**config.mk**
```make
export PLATFORM = sky130hd
export DESIGN_NAME = pgh_ctrl
export DESIGN_NICKNAME = d
export VERILOG_FILES = /design/src/sv/point_grid_height_binning_defines.svh /design/src/sv/pgh_pkg.sv /design/src/sv/pgh_ctrl.sv
export SDC_FILE = /design/constraint.sdc
export NUM_CORES = 1
export LEC_CHECK = 0
export ABC_AREA = 1
export BUFFER_PORTS_ARGS = -buffer_cell sky130_fd_sc_hd__buf_4
export CAP_MARGIN = 0
export CORE_MARGIN = 10
export CORE_UTILIZATION = 43
export CTS_BUF_LIST = sky130_fd_sc_hd__clkbuf_4 sky130_fd_sc_hd__clkbuf_8
export CTS_CLUSTER_DIAMETER = 30
export DETAILED_ROUTE_END_ITERATION = 10
export PLACE_DENSITY = 0.77
export SETUP_SLACK_MARGIN = 0.4
export SLEW_MARGIN = 10
export SYNTH_ARGS = -nofsm -noshare
export SYNTH_HDL_FRONTEND = slang
export SYNTH_SLANG_ARGS = --single-unit
```
**constraint.sdc**
```tcl
create_clock -name clk -period 3.1 [get_ports clk]
set_input_delay 0.465 -clock clk [delete_from_list [all_inputs] [get_ports clk]]
set_output_delay 0.465 -clock clk [all_outputs]
set_load 0.02 [all_outputs]
```
**src/sv/point_grid_height_binning_defines.svh**
```systemverilog
// assertion macros used by the point grid height binning datapath
`ifndef POINT_GRID_HEIGHT_BINNING_DEFINES_SVH
`define POINT_GRID_HEIGHT_BINNING_DEFINES_SVH

`ifndef SYNTHESIS

// same-cycle implication check
`define PGH_ASSERT_IMP(lbl, clk, rstn, ante, cons) \
  lbl: assert property (@(posedge clk) disable iff (!rstn) (ante) |-> (cons)) \
    else $error("same-cycle implication check failed");

// next-cycle implication check
`define PGH_ASSERT_NXT(lbl, clk, rstn, ante, cons) \
  lbl: assert property (@(posedge clk) disable iff (!rstn) (ante) |=> (cons)) \
    else $error("next-cycle implication check failed");

`else

`define PGH_ASSERT_IMP(lbl, clk, rstn, ante, cons)
`define PGH_ASSERT_NXT(lbl, clk, rstn, ante, cons)

`endif

`endif

```
**src/sv/pgh_pkg.sv**
```systemverilog
// shared widths, codes and controller/datapath interface types
package pgh_pkg;

  // field widths
  localparam int COORD_W    = 24;
  localparam int SIZE_W     = 16;
  localparam int GRID_W     = 7;
  localparam int GRID_MAX   = (1 << GRID_W) - 1;
  localparam int IDX_W      = 2 * GRID_W;
  localparam int CNT_W      = 16;
  localparam int SUM_W      = 40;
  localparam int OUT_RC_W   = 6;

  // stream payload layout
  localparam int IN_TDATA_W    = 3 * COORD_W;
  localparam int OUT_FIELDS_W  = 2 * OUT_RC_W + CNT_W + COORD_W;
  localparam int OUT_TDATA_W   = ((OUT_FIELDS_W + 7) / 8) * 8;

  // shared divider
  localparam int DIV_W      = SUM_W;
  localparam int ITER_W     = 6;
  localparam logic [ITER_W-1:0] PT_ITERS   = ITER_W'(COORD_W);
  localparam logic [ITER_W-1:0] IDX_ITERS  = ITER_W'(IDX_W);
  localparam logic [ITER_W-1:0] MEAN_ITERS = ITER_W'(SUM_W);

  // input command codes
  localparam logic CMD_ADD  = 1'b0;
  localparam logic CMD_READ = 1'b1;

  // configuration register indexes
  localparam int CFG_ADDR_W = 3;
  localparam logic [CFG_ADDR_W-1:0] CFG_ORIGIN_X  = 3'd0;
  localparam logic [CFG_ADDR_W-1:0] CFG_ORIGIN_Y  = 3'd1;
  localparam logic [CFG_ADDR_W-1:0] CFG_CELL_SZ_X = 3'd2;
  localparam logic [CFG_ADDR_W-1:0] CFG_CELL_SZ_Y = 3'd3;
  localparam logic [CFG_ADDR_W-1:0] CFG_GRID_COLS = 3'd4;
  localparam logic [CFG_ADDR_W-1:0] CFG_GRID_ROWS = 3'd5;

  // configuration reset values
  localparam logic [SIZE_W-1:0] CELL_SZ_RST   = SIZE_W'(100);
  localparam logic [GRID_W-1:0] GRID_DIM_RST  = GRID_W'(64);

  // divider operand select
  typedef enum logic [1:0] {
    DIV_X,
    DIV_Y,
    DIV_IDX,
    DIV_MEAN
  } div_sel_t;

  // controller to datapath commands
  typedef struct packed {
    logic     load_item;
    logic     div_start;
    div_sel_t div_sel;
    logic     cap_x;
    logic     cap_y;
    logic     cap_idx;
    logic     cap_mean;
    logic     wrap_idx;
    logic     adv_idx;
    logic     mem_rd;
    logic     mem_upd;
    logic     mem_clr;
    logic     clr_step;
    logic     out_load;
  } pgh_cmd_t;

  // datapath to controller status
  typedef struct packed {
    logic div_busy;
    logic div_done;
    logic clr_last;
    logic pt_reject;
    logic cell_ok;
    logic cell_empty;
    logic out_free;
  } pgh_sts_t;

endpackage

```
**src/sv/pgh_ctrl.sv**
```systemverilog
// controller state machine sequencing point and readout requests
module pgh_ctrl (
  input  logic               clk,
  input  logic               rst_n,
  input  logic               in_tvalid,
  input  logic               in_tuser,
  output logic               in_tready,
  output pgh_pkg::pgh_cmd_t  cmd,
  input  pgh_pkg::pgh_sts_t  sts
);
  import pgh_pkg::*;

  typedef enum logic [3:0] {
    ST_CLEAR,
    ST_IDLE,
    ST_PT_CHK,
    ST_PT_DX,
    ST_PT_DY,
    ST_PT_CELL,
    ST_PT_UPD,
    ST_RD_IDX,
    ST_RD_IDXW,
    ST_RD_MEM,
    ST_RD_DATA,
    ST_RD_MEAN,
    ST_RD_EMIT
  } state_t;

  state_t state_r;
  state_t state_nxt;

  // state register
  always_ff @(posedge clk) begin
    if (!rst_n) begin
      state_r <= ST_CLEAR;
    end else begin
      state_r <= state_nxt;
    end
  end

  assign in_tready = state_r == ST_IDLE;

  // next state and datapath commands
  always_comb begin
    state_nxt   = state_r;
    cmd         = '0;
    cmd.div_sel = DIV_X;
    unique case (state_r)
      ST_CLEAR: begin
        cmd.clr_step = 1'b1;
        if (sts.clr_last) begin
          state_nxt = ST_IDLE;
        end
      end
      ST_IDLE: begin
        if (in_tvalid) begin
          cmd.load_item = 1'b1;
          state_nxt     = (in_tuser == CMD_READ) ? ST_RD_IDX : ST_PT_CHK;
        end
      end
      // point: drop on bad offset or cell size, else divide x then y
      ST_PT_CHK: begin
        if (sts.pt_reject) begin
          state_nxt = ST_IDLE;
        end else begin
          cmd.div_start = 1'b1;
          cmd.div_sel   = DIV_X;
          state_nxt     = ST_PT_DX;
        end
      end
      ST_PT_DX: begin
        if (sts.div_done) begin
          cmd.cap_x     = 1'b1;
          cmd.div_start = 1'b1;
          cmd.div_sel   = DIV_Y;
          state_nxt     = ST_PT_DY;
        end
      end
      ST_PT_DY: begin
        if (sts.div_done) begin
          cmd.cap_y = 1'b1;
          state_nxt = ST_PT_CELL;
        end
      end
      ST_PT_CELL: begin
        if (sts.cell_ok) begin
          cmd.mem_rd = 1'b1;
          state_nxt  = ST_PT_UPD;
        end else begin
          state_nxt  = ST_IDLE;
        end
      end
      ST_PT_UPD: begin
        cmd.mem_upd = 1'b1;
        state_nxt   = ST_IDLE;
      end
      // readout: split raster index into row and column
      ST_RD_IDX: begin
        cmd.wrap_idx  = 1'b1;
        cmd.div_start = 1'b1;
        cmd.div_sel   = DIV_IDX;
        state_nxt     = ST_RD_IDXW;
      end
      ST_RD_IDXW: begin
        if (sts.div_done) begin
          cmd.cap_idx = 1'b1;
          state_nxt   = ST_RD_MEM;
        end
      end
      ST_RD_MEM: begin
        cmd.mem_rd = 1'b1;
        state_nxt  = ST_RD_DATA;
      end
      ST_RD_DATA: begin
        if (sts.cell_empty) begin
          state_nxt = ST_RD_EMIT;
        end else begin
          cmd.div_start = 1'b1;
          cmd.div_sel   = DIV_MEAN;
          state_nxt     = ST_RD_MEAN;
        end
      end
      ST_RD_MEAN: begin
        if (sts.div_done) begin
          cmd.cap_mean = 1'b1;
          state_nxt    = ST_RD_EMIT;
        end
      end
      // hand the cell over and clear it
      ST_RD_EMIT: begin
        if (sts.out_free) begin
          cmd.out_load = 1'b1;
          cmd.mem_clr  = 1'b1;
          cmd.adv_idx  = 1'b1;
          state_nxt    = ST_IDLE;
        end
      end
      default: begin
        state_nxt = ST_IDLE;
      end
    endcase
  end

endmodule

```
==> key figures <==
Layout
  • Largest regs: state_r (4)
  • Biggest register: state_r
  • Max reg flops: 4
  • Fraction of layout cells with a size suffix above 1: 31.9%
  • Layout Nets: 148
  • Synth-to-Final Area Change: 34.8%
  • N_diodes: 0

STA
  • Fmax: 0.524 GHz
  • Worst Hold Margin: 481 ps
  • Unrepaired setup endpoints after global routing: false
  • Worst slew margin: 76.4%
  • Worst-Margin Slew: 351 ps
  • Pins Over Slew Limit: 0
  • Final hold violations: 0
  • Post-route clock skew: 2.12 ps
  • Post-route setup TNS: 0 ps
  • Final setup vio count: 0
  • Final period util: 61.5%
  • Final min period: 1910 ps

Synthesis
  • Synth Area in Simple Gates: 61.8%
  • Distinct cells, synth: 19
  • Seq/Total Area, Yosys: 13.5%
  • Synth area leaders: nand2_1 17%, dfxtp_1 14%, inv_1 12%
  • Compound-Gate Fraction of Synth Area: 6.96%
  • Number of synthesized register bits: 4
  • Yosys top cell area share: 17.1%
  • Mapped Area: 593 um2
  • Cells after Synth: 110
  • Synth area leader: nand2_1
  • Main combinational cell family by area after synthesis: simple AND/OR/NAND/NOR gates
  • Synth Net Count: 121
  • Yosys warns: 0
  • Mux cell area share after synthesis: 0%
  • Post-Synth XOR/XNOR Area: 0%
  • Syn_area_per_cell: 5.39 um2
  • Post-Synth Adder-Cell Area: 0%

Placement
  • Port bufs: 25
  • Dpl hpwl: 1.48 mm
  • Final Wtd Congestion: 0.893

Worst setup path
  • WP data required: 2630 ps
  • R2r setup slk: 1660 ps
  • Crit path to: cmd[13]
  • Worst r2r dst: state_r[2]$_SDFFE_PN0P_
  • Crit path from: state_r[2]$_SDFFE_PN0P_
  • CP Class: reg2out
  • Arrival time worst endpoint: 1440 ps
  • Critical path launch point type: flip-flop
  • CP Capture Type: primary output
  • Worst r2r src: state_r[2]$_SDFFE_PN0P_
  • Worst-path fanout max: 8
  • Reg2reg path depth: 8

Power
  • PD cells: 679 nW/um2
  • Leak: 0.000486 uW
  • Max VDD drop: 0.424 mV

Route
  • Vias: 718
  • Wirelength per Cell: 11.0 um
  • Post-Route WL: 1.64 mm
  • First-pass DRT Iterations: 4
  • Drt drc: 0
  • Post-DRT Antenna Nets: 0
  • Via density: 4.79
  • Iteration-0 DRC Markers: 10

Die
  • IO Pins: 27
  • Die area: 3260 um2
  • Initial Util: 45.6%
  • Total core area: 1300 um2
  • Die width: 57.1 um
  • Rows: 13
  • Die Y: 57.1 um

Run status
  • Status: complete, no violations

Global route
  • Initial antenna violation count: 0
  • GRT Total Usage: 9.69%
  • Grt total ovfl: 0
  • Vias in the first global route: 664
  • Pin count of the biggest net entering global routing: 9
  • First-pass GRT wire length: 2.77 mm

Clocking
  • Worst-Skew Late Latency: 220 ps
  • Htree depth: 1
  • Clock Path Buffers: 2
  • Post-CTS resize count: 0
  • Clock transition at path regs: 40 ps
  • Clock Sinks: 4
  • CTS tree: yes
  • Hold_buf cts: 0
  • Post-CTS Setup Bufs: 0
  • Cts bufs inserted: 3
  • Root Buffer Master: clkbuf_4

Hold path
  • Min-Delay Path Class: in2reg

Run
  • Number of max-cap violations: 0
synth_stat cells:
| master | number |
|---|---|
| nand3b_2 | 1 |
| nand3_2 | 1 |
| nand2_2 | 2 |
| a21oi_1 | 4 |
| inv_1 | 19 |
| nand4_1 | 1 |
| nand2_1 | 27 |
| inv_2 | 3 |
| buf_4 | 3 |
| nand3_1 | 14 |
| and2_1 | 1 |
| a31oi_1 | 1 |
| nor3_1 | 1 |
| nor2_4 | 4 |
| nor2_1 | 17 |
| nor2_2 | 2 |
| dfxtp_1 | 4 |
| o21ai_0 | 3 |
| nand2_4 | 2 |
power breakdown:
| group | leakage (uW) | total, uW | switching (uW) | internal (uW) |
|---|---|---|---|---|
| logic | 0.000440 | 385 | 244 | 141 |
| clock network | 0.0000138 | 59.9 | 16.9 | 43.0 |
| registers | 0.0000327 | 97.6 | 30.4 | 67.2 |
how the worst min path moves through the flow:
stage | start | endpoint | slack [ps] | cells past startpoint
floorplan | state_r[3]$_SDFFE_PN0P_ | state_r[3]$_SDFFE_PN0P_ | 520 | 2
CTS | rst_n | state_r[0]$_SDFFE_PN0P_ | 480 | 3
global placement | state_r[3]$_SDFFE_PN0P_ | state_r[3]$_SDFFE_PN0P_ | 550 | 2
global route | rst_n | state_r[0]$_SDFFE_PN0P_ | 520 | 3
detailed placement | state_r[3]$_SDFFE_PN0P_ | state_r[3]$_SDFFE_PN0P_ | 580 | 2
finish | rst_n | state_r[0]$_SDFFE_PN0P_ | 480 | 3
critical path: stages (launching register included):
cell and delay [ps]:
dfxtp_1 400, nor2_2 280, nand2_1 110, nor2_1 140, inv_1 70, nand4_1 70
buf_4 140
layout make-up:
cell class | count | area, um2
sequential | 4 | 80.1
inverter | 22 | 82.6
timing repair buffer | 25 | 188
fill | 147 | 502
multi-input combinational | 81 | 408
tap | 15 | 18.8
clock buffer | 3 | 22.5
layout by cell type (no fill, tap or decap):
cell type / instances
nor3_1: 1
inv_2: 3
nand3_2: 1
inv_1: 19
nand2_1: 27
nand2_4: 2
and2_1: 1
nor2_4: 4
nand4_1: 1
o21ai_0: 3
nand3b_2: 1
nand3_1: 14
a31oi_1: 1
nand2_2: 2
nor2_1: 17
a21oi_1: 4
buf_4: 25
dfxtp_1: 4
clkbuf_4: 3
nor2_2: 2
kinds of logic after synthesis:
| family | after synthesis |
|---|---|
| flip-flops | 4 |
| buffers and inverters | 25 |
| AO/OA/AOI/OAI | 8 |
| AND/OR/NAND/NOR | 73 |
stage by stage:
| stage | utilization [%] | cells | total power [uW] | cell area, um2 | setup WS, ps |
|---|---|---|---|---|---|
| final | 61.4 | 150 | 543 | 800 | 1190 |
| after detailed placement | 59.7 | 147 | 486 | 777 | 1440 |
| after global routing | 61.4 | 150 | 601 | 800 | 1040 |
| after global placement | 59.7 | 147 | 481 | 777 | 1460 |
| after CTS | 61.4 | 150 | 549 | 800 | 1180 |
| after floorplan | - | 110 | 384 | 593 | 1250 |
metal layers:
layer  GRT usage (%)  vias to the layer above  share of wire (%)  wire length (um)
met5               0                        -                  0                 0
met4            1.68                        0                  0                 0
met3           0.664                        0                2.7                44
met2            19.2                       12                 55               899
met1            10.8                      316                 43               699
li1                -                      390                  -                 -
Power figures use the tool's default switching activity.
